**src/hdl/assert_macros.svh**
```systemverilog
// Assertion helpers shared by the RTL.
`ifndef ASSERT_MACROS_SVH
`define ASSERT_MACROS_SVH

// Check a property on every clock edge outside reset.
`define SPOOL_ASSERT(label, clk, rst, prop, msg) \
   label: assert property (@(posedge clk) disable iff (rst) (prop)) else $error(msg);

// Check that a condition leads to a consequence in the next cycle.
`define SPOOL_ASSERT_NEXT(label, clk, rst, ante, cons, msg) \
   label: assert property (@(posedge clk) disable iff (rst) (ante) |=> (cons)) else $error(msg);

`endif

```
**src/hdl/spool_pkg.sv**
```systemverilog
package spool_pkg;

   localparam int UID_W     = 6;
   localparam int MAX_USERS = 2 ** UID_W;
   localparam int QCNT_W    = $clog2(MAX_USERS + 1);
   localparam int CAP_W     = 5;
   localparam int SLOT_OUT_W = 5;

   localparam logic [1:0] OP_ENTER = 2'd0;
   localparam logic [1:0] OP_LEAVE = 2'd1;

   typedef enum logic [2:0] {
      OC_GRANTED  = 3'd0,
      OC_QUEUED   = 3'd1,
      OC_REJECTED = 3'd2,
      OC_LEFT     = 3'd3,
      OC_IGNORED  = 3'd4,
      OC_STATUS   = 3'd5
   } outcome_type;

   typedef enum logic [1:0] {
      ST_IDLE = 2'd0,
      ST_WAIT = 2'd1,
      ST_HOLD = 2'd2
   } ust_type;

   typedef enum logic [1:0] {
      Q_NONE,
      Q_PUSH,
      Q_DROP,
      Q_POP
   } qop_type;

   typedef struct packed {
      qop_type          op;
      logic [UID_W-1:0] id;
   } qcmd_type;

   typedef struct packed {
      logic [1:0]       opcode;
      logic [UID_W-1:0] user_id;
   } req_type;

   typedef struct packed {
      logic [2:0]            outcome;
      logic [SLOT_OUT_W-1:0] slot;
      logic [1:0]            user_state;
      logic                  handoff_valid;
      logic [UID_W-1:0]      handoff_user;
      logic [SLOT_OUT_W-1:0] handoff_slot;
      logic [CAP_W-1:0]      occupied;
      logic [QCNT_W-1:0]     waiting;
   } rsp_type;

endpackage

```
**src/hdl/slot_pool_with_wait_queue.sv**
```systemverilog
// An accepted item is registered with its user status read and executed in S_EXEC; a leave
// that hands a slot on writes the new holder in S_HAND. The input stalls until the result is
// in the output register (held in S_SEND while it is full). The status memory has one write port.
// Reset: synchronous; all users idle at once through per-entry valid bits (no clearing pass),
// no slot busy, empty queue, capacity 16.
module slot_pool_with_wait_queue #(
   parameter int NUM_SLOTS = 16
) (
   input  logic                        clock,
   input  logic                        reset,
   input  logic                        req_valid,
   output logic                        req_stall,
   input  spool_pkg::req_type          req_payload,
   output logic                        rsp_valid,
   input  logic                        rsp_stall,
   output spool_pkg::rsp_type          rsp_payload,
   input  logic                        csr_write_en,
   input  logic [spool_pkg::CAP_W-1:0] csr_write_data
);
   import spool_pkg::*;
`include "assert_macros.svh"

   localparam int SW = $clog2(NUM_SLOTS + 1);
   localparam int CW = (SW > CAP_W) ? SW : CAP_W;

   // Per-user status word: state code plus the slot held.
   typedef struct packed {
      ust_type       state;
      logic [SW-1:0] slot;
   } status_type;

   typedef enum logic [1:0] {
      S_IDLE,
      S_EXEC,
      S_HAND,
      S_SEND
   } state_type;

   state_type             state_ff, state_in;
   logic [CAP_W-1:0]      capacity_ff;
   logic [NUM_SLOTS-1:0]  busy_ff, busy_in;
   logic [SW-1:0]         holder_ff, holder_in;
   logic                  rsp_valid_ff, rsp_valid_in;
   rsp_type               rsp_ff, rsp_in;
   rsp_type               res_ff, res_in;
   logic [SW-1:0]         hand_slot_ff, hand_slot_in;
   logic [MAX_USERS-1:0]  vld_ff;

   // Item and memory read registers.
   logic [1:0]            op_ff;
   logic [UID_W-1:0]      uid_ff;
   status_type            rd_stat_ff;
   logic                  rd_vld_ff;

   // User status memory.
   status_type            status_mem [MAX_USERS];
   logic                  mem_we;
   logic [UID_W-1:0]      mem_waddr;
   status_type            mem_wdata;

   qcmd_type              qcmd;
   logic [UID_W-1:0]      q_head;
   logic [QCNT_W-1:0]     q_count;

   logic                  req_accept;
   logic                  out_free;
   logic [CW-1:0]         cap_eff;
   logic                  free_found;
   logic [SW-1:0]         free_slot;

   assign req_accept = req_valid && !req_stall;
   assign req_stall  = (state_ff != S_IDLE);
   // The output register can take a new item when empty or being drained.
   assign out_free   = !rsp_valid_ff || !rsp_stall;

   // Clamp the capacity to the slot count.
   always_comb begin
      if (CW'(capacity_ff) > CW'(NUM_SLOTS)) begin
         cap_eff = CW'(NUM_SLOTS);
      end else begin
         cap_eff = CW'(capacity_ff);
      end
   end

   // Lowest-numbered free slot; the last hit in a downward scan wins.
   always_comb begin
      free_found = 1'b0;
      free_slot  = '0;
      for (int i = NUM_SLOTS - 1; i >= 0; i--) begin
         if (!busy_ff[i]) begin
            free_found = 1'b1;
            free_slot  = SW'(i + 1);
         end
      end
   end

   spool_queue u_queue (
      .clock (clock),
      .reset (reset),
      .cmd   (qcmd),
      .head  (q_head),
      .count (q_count)
   );

   // Next-state and result logic.
   always_comb begin
      status_type        cur;
      status_type        nxt;
      rsp_type           r;
      logic [QCNT_W-1:0] q_next;
      logic              handoff;
      logic              freed;

      state_in     = state_ff;
      busy_in      = busy_ff;
      holder_in    = holder_ff;
      res_in       = res_ff;
      hand_slot_in = hand_slot_ff;
      rsp_in       = rsp_ff;
      rsp_valid_in = rsp_valid_ff && rsp_stall;
      mem_we       = 1'b0;
      mem_waddr    = uid_ff;
      mem_wdata    = '0;
      qcmd.op      = Q_NONE;
      qcmd.id      = uid_ff;

      // A never-written entry reads as idle.
      cur = rd_vld_ff ? rd_stat_ff : status_type'{state: ST_IDLE, slot: '0};
      nxt     = cur;
      q_next  = q_count;
      handoff = 1'b0;
      freed   = 1'b0;
      r       = '0;
      r.outcome = OC_STATUS;

      unique case (state_ff)
         S_IDLE: begin
            if (req_accept) begin
               state_in = S_EXEC;
            end
         end

         S_EXEC: begin
            unique case (op_ff)
               OP_ENTER: begin
                  if (cur.state != ST_IDLE) begin
                     r.outcome = OC_REJECTED;
                  end else if ((CW'(holder_ff) < cap_eff) && free_found) begin
                     // take the lowest free slot
                     nxt = '{state: ST_HOLD, slot: free_slot};
                     for (int i = 0; i < NUM_SLOTS; i++) begin
                        if (SW'(i + 1) == free_slot) begin
                           busy_in[i] = 1'b1;
                        end
                     end
                     holder_in = holder_ff + 1'b1;
                     mem_we    = 1'b1;
                     r.outcome = OC_GRANTED;
                  end else if (q_count < QCNT_W'(MAX_USERS)) begin
                     // pool full: join the tail of the queue
                     nxt       = '{state: ST_WAIT, slot: '0};
                     qcmd.op   = Q_PUSH;
                     q_next    = q_count + 1'b1;
                     mem_we    = 1'b1;
                     r.outcome = OC_QUEUED;
                  end
               end

               OP_LEAVE: begin
                  if (cur.state == ST_IDLE) begin
                     r.outcome = OC_IGNORED;
                  end else if (cur.state == ST_WAIT) begin
                     // drop from the queue, keep the order of the rest
                     qcmd.op   = Q_DROP;
                     q_next    = q_count - 1'b1;
                     nxt       = '{state: ST_IDLE, slot: '0};
                     mem_we    = 1'b1;
                     r.outcome = OC_LEFT;
                  end else begin
                     if (q_count != '0) begin
                        // hand the slot straight to the queue head
                        qcmd.op         = Q_POP;
                        q_next          = q_count - 1'b1;
                        handoff         = 1'b1;
                        hand_slot_in    = cur.slot;
                        r.handoff_valid = 1'b1;
                        r.handoff_user  = q_head;
                        r.handoff_slot  = SLOT_OUT_W'(cur.slot);
                     end else begin
                        for (int i = 0; i < NUM_SLOTS; i++) begin
                           if (SW'(i + 1) == cur.slot && busy_ff[i]) begin
                              busy_in[i] = 1'b0;
                              freed      = 1'b1;
                           end
                        end
                        if (freed && holder_ff != '0) begin
                           holder_in = holder_ff - 1'b1;
                        end
                     end
                     nxt       = '{state: ST_IDLE, slot: '0};
                     mem_we    = 1'b1;
                     r.outcome = OC_LEFT;
                  end
               end

               default: begin
               end
            endcase

            mem_wdata    = nxt;
            r.slot       = (nxt.state == ST_HOLD) ? SLOT_OUT_W'(nxt.slot) : '0;
            r.user_state = nxt.state;
            r.occupied   = CAP_W'(holder_in);
            r.waiting    = q_next;

            if (handoff) begin
               res_in   = r;
               state_in = S_HAND;
            end else if (out_free) begin
               rsp_in       = r;
               rsp_valid_in = 1'b1;
               state_in     = S_IDLE;
            end else begin
               res_in   = r;
               state_in = S_SEND;
            end
         end

         S_HAND: begin
            // second write: the queue head now holds the slot
            mem_we    = 1'b1;
            mem_waddr = res_ff.handoff_user;
            mem_wdata = '{state: ST_HOLD, slot: hand_slot_ff};
            if (out_free) begin
               rsp_in       = res_ff;
               rsp_valid_in = 1'b1;
               state_in     = S_IDLE;
            end else begin
               state_in = S_SEND;
            end
         end

         S_SEND: begin
            // hold the result until the output register frees up
            if (out_free) begin
               rsp_in       = res_ff;
               rsp_valid_in = 1'b1;
               state_in     = S_IDLE;
            end
         end
      endcase
   end

   // Control state and registered outputs.
   always_ff @(posedge clock) begin
      if (reset) begin
         state_ff     <= S_IDLE;
         capacity_ff  <= CAP_W'(16);
         busy_ff      <= '0;
         holder_ff    <= '0;
         rsp_valid_ff <= 1'b0;
         vld_ff       <= '0;
      end else begin
         state_ff     <= state_in;
         busy_ff      <= busy_in;
         holder_ff    <= holder_in;
         rsp_valid_ff <= rsp_valid_in;
         if (csr_write_en) begin
            capacity_ff <= csr_write_data;
         end
         if (mem_we) begin
            vld_ff[mem_waddr] <= 1'b1;
         end
      end
   end

   // Payload registers.
   always_ff @(posedge clock) begin
      rsp_ff       <= rsp_in;
      res_ff       <= res_in;
      hand_slot_ff <= hand_slot_in;
      if (req_accept) begin
         op_ff     <= req_payload.opcode;
         uid_ff    <= req_payload.user_id;
         rd_vld_ff <= vld_ff[req_payload.user_id];
      end
   end

   // User status memory: one write port, one registered read port.
   always_ff @(posedge clock) begin
      if (mem_we) begin
         status_mem[mem_waddr] <= mem_wdata;
      end
      if (req_accept) begin
         rd_stat_ff <= status_mem[req_payload.user_id];
      end
   end

   assign rsp_valid   = rsp_valid_ff;
   assign rsp_payload = rsp_ff;

   `SPOOL_ASSERT(a_holder_count, clock, reset, holder_ff == SW'($countones(busy_ff)), "holder count disagrees with busy slots")
   `SPOOL_ASSERT_NEXT(a_accept_exec, clock, reset, req_accept, state_ff == S_EXEC, "accepted item did not enter execute")
   `SPOOL_ASSERT(a_hand_after_exec, clock, reset, (state_ff == S_HAND) |-> ($past(state_ff) == S_EXEC), "handoff write without execute")
   `SPOOL_ASSERT(a_queue_bound, clock, reset, q_count <= QCNT_W'(MAX_USERS), "wait queue overflow")

endmodule

```
**src/hdl/spool_queue.sv**
```systemverilog
module spool_queue (
   input  logic                         clock,
   input  logic                         reset,
   input  spool_pkg::qcmd_type          cmd,
   output logic [spool_pkg::UID_W-1:0]  head,
   output logic [spool_pkg::QCNT_W-1:0] count
);
   import spool_pkg::*;

   logic [UID_W-1:0]     cell_ff [MAX_USERS];
   logic [UID_W-1:0]     cell_in [MAX_USERS];
   logic [QCNT_W-1:0]    count_ff;
   logic [QCNT_W-1:0]    count_in;
   logic [MAX_USERS-1:0] hit;
   logic [UID_W-1:0]     pos;

   // Each live cell compares against the id; the single match gives the gap to close.
   always_comb begin
      hit = '0;
      pos = '0;
      for (int i = 0; i < MAX_USERS; i++) begin
         hit[i] = (QCNT_W'(i) < count_ff) && (cell_ff[i] == cmd.id);
         if (hit[i]) begin
            pos = pos | UID_W'(i);
         end
      end
      if (cmd.op == Q_POP) begin
         pos = '0;
      end

      cell_in  = cell_ff;
      count_in = count_ff;
      unique case (cmd.op)
         Q_NONE: begin
         end
         Q_PUSH: begin
            if (count_ff < QCNT_W'(MAX_USERS)) begin
               for (int i = 0; i < MAX_USERS; i++) begin
                  if (QCNT_W'(i) == count_ff) begin
                     cell_in[i] = cmd.id;
                  end
               end
               count_in = count_ff + 1'b1;
            end
         end
         Q_DROP, Q_POP: begin
            if ((cmd.op == Q_POP && count_ff != '0) || (cmd.op == Q_DROP && |hit)) begin
               // close the gap: every cell at or behind it takes its successor
               for (int i = 0; i < MAX_USERS - 1; i++) begin
                  if (UID_W'(i) >= pos) begin
                     cell_in[i] = cell_ff[i + 1];
                  end
               end
               count_in = count_ff - 1'b1;
            end
         end
      endcase
   end

   always_ff @(posedge clock) begin
      if (reset) begin
         count_ff <= '0;
      end else begin
         count_ff <= count_in;
      end
   end

   always_ff @(posedge clock) begin
      cell_ff <= cell_in;
   end

   assign head  = cell_ff[0];
   assign count = count_ff;

endmodule

```
**config.mk**
```make
export PLATFORM = sky130hd
export DESIGN_NAME = slot_pool_with_wait_queue
export DESIGN_NICKNAME = d
export VERILOG_FILES = /design/src/hdl/spool_pkg.sv /design/src/hdl/slot_pool_with_wait_queue.sv /design/src/hdl/spool_queue.sv
export VERILOG_INCLUDE_DIRS = /design/src /design/src/hdl
export SDC_FILE = /design/constraint.sdc
export NUM_CORES = 2
export LEC_CHECK = 0
export BUFFER_PORTS_ARGS = -buffer_cell sky130_fd_sc_hd__buf_2
export CORE_MARGIN = 2
export CORE_UTILIZATION = 38
export DETAILED_ROUTE_END_ITERATION = 6
export PLACE_DENSITY = 0.52
export SYNTH_ARGS = -nofsm -noshare
export SYNTH_HDL_FRONTEND = slang
export SYNTH_HIERARCHICAL = 1
export SYNTH_SLANG_ARGS = --single-unit
```
**constraint.sdc**
```tcl
create_clock -name clock -period 9.6 [get_ports clock]
set_clock_uncertainty 0.05 [all_clocks]
set_input_delay 1.44 -clock clock [delete_from_list [all_inputs] [get_ports clock]]
set_output_delay 1.44 -clock clock [all_outputs]
set_load 0.02 [all_outputs]
```
# After elaboration in Yosys (flattened, before gate mapping)
# Memories as Yosys holds them, arrays and structs flattened. A register that Yosys moved wholly into a read port is not among the register bits.
# Cells that the tools add are included.
[op_classes]
n_eq_ne = 344
reduce_logical = 191
order_cmp = 133
muxes = 1010
n_bitwise = 1
n_addsub = 4
[op_table]
columns = ["operator", "count"]
rows = [
  ["two-way mux 6 bit", 415],
  ["two-way mux 384 bit", 2],
  ["two-way mux 378 bit", 2],
  ["case mux 378 bit (2 select lines)", 1],
  ["two-way mux 34 bit", 13],
  ["equality test 6 bit", 64],
  ["two-way mux 5 bit", 76],
  ["two-way mux 7 bit", 48],
  ["two-way mux 1 bit", 334],
  ["two-way mux 16 bit", 20],
  ["AND reduction 5 bit", 64],
  ["inequality test 2 x 1 -> 1 bit, second input constant", 129],
  ["equality test 6 x 7 -> 1 bit, first input constant", 32],
  ["less-than comparator 6 x 7 -> 1 bit, first input constant", 32],
  [">= comparator 6 bit, first input constant", 31],
  ["two-way mux 12 bit", 14],
  ["AND reduction 9 bit", 16],
  ["two-way mux 64 bit", 2],
  ["inequality test 3 bit, second input constant", 38],
  ["equality test 5 x 7 -> 1 bit, first input constant", 16],
  ["less-than comparator 5 x 7 -> 1 bit, first input constant", 16],
  ["case mux 34 bit (3 select lines)", 1],
  [">= comparator 5 x 6 -> 1 bit, first input constant", 16],
  ["logical AND 1 bit", 87],
  ["other kinds (56)", 214],
]
[word_totals]
ff_bits = 566
wordCells = 1790
memories = 1
mem_bits_rw = 448
in_bits = 18
output_inout_bits = 36
[mem_list]
columns = ["name", "depth", "width", "read_ports", "rd_ports_with_merged_regs", "wr", "line", "text"]
rows = [
  ["status_mem", 64, 7, 1, 1, 1, "slot_pool_with_wait_queue.sv:56", "status_type status_mem [MAX_USERS];"],
]

# Longest topological paths before layout
[logic_depth]
word_depth = 126
depth_mapped = 18
ltp_nobuf = 14

# Cells and area by module
# The synthesis kept the hierarchy.
[by_module_without_submodules]
columns = ["module", "area_each_um2", "seq_area_each_um2", "n_inst", "cells_each"]
rows = [
  ["slot_pool_with_wait_queue", 26420.3, 17987.3, 1, 1543],
  ["spool_queue", 22580.4, 11671.2, 1, 2299],
]

# Worst setup path after synthesis
# OpenSTA, ideal clock, no wires.
[synth_path]
path_kind = "register -> register"
start = "register capacity_ff[4]"
end = "memory status_mem[0][2] in the netlist's numbering, data pin"
arrival_time_ns = 4.479
path_stages_with_launch = 11
t_required_ns = 8.827
path_slack_ns = 4.348
path_cell_list = "dfxtp_1 inv_1 nand2_1 ha_1 nor4b_1 o21ai_1 nand2_1 a21boi_1 nor4_1 o21ai_0 a21boi_0"
[synth_rtl]
columns = ["item", "line", "text"]
rows = [
  ["start, declared", "slot_pool_with_wait_queue.sv:40", "logic [CAP_W-1:0] capacity_ff;"],
  ["start signal, assigned", "slot_pool_with_wait_queue.sv:269", "capacity_ff <= csr_write_data;"],
  ["end, declared", "slot_pool_with_wait_queue.sv:56", ""],
]

# Worst setup path after layout
[layout_path]
start = "register u_queue.count_ff[4], in the netlist u_queue/count[4]"
end = "register u_queue/cell_ff[159] in the netlist's numbering, enable pin"
[layout_via]
elab_chain_cells = 69
elab_cells_between_ends = 237
cone_classes = "order compare (66); eq/ne (8); mux (91); reduce/logical (72)"
[layout_lines]
columns = ["item", "line", "text"]
rows = [
  ["start, declared", "spool_queue.sv:12", "logic [QCNT_W-1:0] count_ff;"],
  ["start signal, assigned", "spool_queue.sv:64", "count_ff <= count_in;"],
  ["less-than comparator 1 x 7 -> 1 bit", "spool_queue.sv:22", "hit[i] = (QCNT_W'(i) < count_ff) && (cell_ff[i] == cmd.id);"],
  ["logical AND 1 bit", "spool_queue.sv:22", ""],
  ["two-way mux 1 bit", "spool_queue.sv:23", "if (hit[i]) begin"],
  ["two-way mux 2 bit (2 in a row)", "spool_queue.sv:23", ""],
  ["two-way mux 3 bit (4 in a row)", "spool_queue.sv:23", ""],
  ["two-way mux 4 bit (8 in a row)", "spool_queue.sv:23", ""],
  ["two-way mux 5 bit (16 in a row)", "spool_queue.sv:23", ""],
  ["two-way mux 6 bit (32 in a row)", "spool_queue.sv:23", ""],
  ["two-way mux 6 bit", "spool_queue.sv:27", "if (cmd.op == Q_POP) begin"],
  [">= comparator 6 bit", "spool_queue.sv:50", "if (UID_W'(i) >= pos) begin"],
  ["inequality test 2 x 1 -> 1 bit (no line)", "n/a", ""],
  ["AND reduction 5 bit (no line) *", "n/a", ""],
  ["end signal, assigned", "spool_queue.sv:69", "cell_ff <= cell_in;"],
  ["end, declared", "spool_queue.sv:10", "logic [UID_W-1:0] cell_ff [MAX_USERS];"],
]
# Mark *: on every way between the ends. The rest lies on a longest branch, timed or not. The select of a mux whose other input is x is not followed.
# A chain may end at the register's enable or synchronous reset.

==> metrics.md <==
| Metric | Value |
|---|---|
| Status | finished, final reports clean |
| Yosys warning total | 6 |
| Via-to-Cell Ratio | 5.737 |
| Worst relative slew slack | 6.676% |
| Clock transition at the registers of the reported paths | around 0.060 ns |
| Xor and xnor fraction of the mapped netlist area | 7.007% |
| Reg2reg setup slack | 3.25 ns |
| Simple-gate portion of the synthesized area | around 14% |
| Synth-to-Final Area Change | 10.90% |
| Initial Utilization | a little under two fifths |
| First-pass GRT wire length | 211400 um |
| P per Cell Area | between 150 and 200 nW/um2 |
| Die area | 131800 um2 |
| Initial antenna violation count | 1 |
| Async SR Flop Fraction | 0% |
| TritonCTS clock tree | done |
| Via count | 31.88k |
| Detailed Route WL | 141700 um |
| Number of flops mapped to enable cells by yosys | 921 |
| Most common library cells after synthesis | edfxtp_1, nand2_1, xor2_1, mux4_2, clkbuf_1 |
| Clock Latency Late Sink | 0.74 ns |
| Most common cell in the netlist | edfxtp_1 |
| Worst Tran Pin Value | 1.391 ns |
| Main combinational cell family by area after synthesis | simple AND/OR/NAND/NOR gates |
| Drt drc | 0 |
| Hold path depth | 1 |
| Synth Area in Adders | less than 1% |
| Share of cells above drive strength 1 | about 14% |
| Hold_buf cts | 0 |
| DRT iter0 DRCs | 3494 |
| Routed len/inst | 25.49 um |
| Post-route clock period utilization | 66.17% |
| Area fraction of the dominant cell type after synthesis | 56.44% |
| Hpwl dp | roughly 90000 um |
| CP Capture Type | flip-flop |
| Reg2reg end | u_queue/cell_ff[159] |
| Die H | between 300 and 400 um |
| IO Count | 54 |
| Cell area after synthesis | 49000 um2 |
| Setup-failing EPs final | 0 |
| Post_cts resized | 0 |
| Fin area | 54340 um2 |
| # diodes | 0 |
| HP Class | flip-flop to flip-flop |
| CP required | 9.88 ns |
| Yosys cell types | about 110 |
| Data arrival, critical path | 6.64 ns |
| GPL Wtd Cong | 0.9860 |
| CP startpoint kind | flip-flop |
| Max-slew violations | 0 |
| Htree depth | 3 |
| Pre-CTS setup slack | 3.460 ns |
| I/O Buffers | 53 |
| Final min period | 6.352 ns |
| Synth Register Bits | 1021 |
| Dominant cell type by area after synthesis | edfxtp_1 |
| Fmax achieved | 0.1574 GHz |
| Primary FF master, synth | edfxtp_1 |
| DP Area | about 51000 um2 |
| Leak pwr | 18.12 nW |
| Worst R2R Path Depth | 11 |
| CTS Buffer Depth | 3 |
| DRT antenna net count | 0 |
| Mean Syn Cell Area | 12.75 um2 |
| # Max-Cap Violations | 0 |
| Setup TNS | 0 ns |
| Hold Fails Final Rpt | 0 |
| Final-stage net count | 3842 |
| Number of global-route vias before repair | 31.64k |
| Hold Startpoint | vld_ff[42] |
| Min Hold Slack | 0.4102 ns |
| Synth Net Count | 3879 |
| Hold endpoint | vld_ff[42] |
| Core area | about 130000 um2 |
| Final worst setup slack | 3.248 ns |
| DRT Pass-1 Iters | 7 |
| Seq/Total Area, Yosys | 60.53% |
| Die width | 363.1 um |
| Fraction of the mapped netlist area in compound gates | 6.338% |
| CTS root buffer | clkbuf_16 |
| Crit-path max FO | 21 |
| Clock sink total | 1021 |
| CTS Buf Count | 109 |
| FP Rows | 131 |
| Total GRT Usage | 21.27% |
| Mapped Cells | 3842 |
| FF-to-FF Start | u_queue/count[4] |
| Grt total ovfl | 0 |
| Largest net degree at the start of global routing | 104 |
| Ranking of synthesized cells by area | edfxtp_1, mux4_2, nand2_1 |
| Multiplexer area fraction after synthesis | 8.651% |
| Kind of critical path | flip-flop to flip-flop |
| Post-CTS Setup Inserts | 0 |
| Setup repair after global routing missed its margin | no |
| Max VDD drop | approximately 0.15 mV |
==> worst max-delay path, cell delays in order (launching register included) <==
cell and delay [ns]:
dfxtp_1 0.79, buf_4 0.38, a21oi_1 0.10, buf_4 0.22, or4_1 0.54, a211oi_1 0.77
or4_4 0.31, nor4_4 0.06, a31oi_1 1.01, and3_1 0.57, nand3_1 0.12, a211oi_1 1.01
==> how the worst max path moves through the flow <==
stage,startpoint,endpoint,slack (ns)
after floorplan,capacity_ff[4],status_mem[0][2],4.35
after global placement,u_queue/count[4],u_queue/cell_ff[156],3.54
after detailed placement,u_queue/count[4],u_queue/cell_ff[164],3.46
after CTS,u_queue/count[4],u_queue/cell_ff[159],3.42
after global routing,u_queue/count[4],u_queue/cell_ff[159],3.15
final,u_queue/count[4],u_queue/cell_ff[159],3.25
==> flip-flops by register name (all words and copies together), names as in the netlist, 2 cells and up <==
signal / flops
vld_ff: 64
status_mem: 448
capacity_ff: 5
state_ff: 2
hand_slot_ff: 5
uid_ff: 6
rd_stat_ff: 7
u_queue/head: 6
u_queue/cell_ff: 378
op_ff: 2
busy_ff: 16
u_queue/count: 7
holder_ff: 5
res_ff: 34
rsp_payload: 34
==> final cells by class <==
type	instances	area, um2
clock buffers	138	2867
well taps	1662	2079
multi-input cells	2504	17920
fillers	11740	73340
clock inverters	63	749.5
flip-flops and latches	1021	29660
inverters	41	153.9
repair buffers	128	914.6
==> cell usage in the layout, fill, tap and decap left out, types with 22 or more instances in the layout <==
cell type  Yosys  final
and3_1        23     23
mux4_2       170    170
a31oi_1       22     22
o21ai_0       43     39
edfxtp_1     921    921
and2_1        25     25
nor4_1        66     57
a21oi_1       95     93
a211oi_1      52     52
o2bb2ai_1     43     43
nor2b_1       22     22
inv_1         38     38
nand4_1       58     58
nand2_1      885    878
dfxtp_1      100     99
xnor2_1      157    157
clkbuf_1     163     26
xor2_1       235    235
buf_4         17     70
nand3_1       88     88
nor3_1        64     63
o21a_1        25     25
nor2_1       128    126
mux2_2        24     24
clkbuf_16      0    109
buf_2         44     51
clkinv_1       2     24
==> stage by stage <==
stage	utilization [%]	std cells	power, W
2_1_floorplan	-	3842	0.005451
3_3_place_gp	39.73	5356	0.005674
3_5_place_dp	39.73	5356	0.005673
4_1_cts	42.56	5557	0.009959
5_1_grt	42.56	5557	0.01017
6_report	42.56	5557	0.009859
==> routing by layer <==
| metal | GRT usage, % | vias to the layer above | part of all wire [%] |
|---|---|---|---|
| li1 | - | 14100 | - |
| met1 | 30.46 | 16260 | 45 |
| met2 | 33.19 | 1261 | 45 |
| met3 | 3.377 | 261 | 6.6 |
| met4 | 6.696 | 2 | 3.1 |
| met5 | 0 | - | 0.0092 |
==> where the power goes <==
group          internal (W)  leakage, nW  switching (W)  total, W
Sequential          0.00487         9.11      0.0000271   0.00490
Clock               0.00247         1.74        0.00181   0.00428
Combinational      0.000221         7.26       0.000460  0.000681
==> logic make-up (layout without fill, tap and decap cells) <==
kind of cell               after synthesis  count (layout)
adders and majority gates               19              19
buffers and inverters                  317             370
AOI/OAI and AO/OA                      427             427
xor gates and xnor gates               392             392
muxes                                  207             207
and+or+nand+nor                       1459            1459
DFF                                   1021            1021
Power figures use the tool's default switching activity.
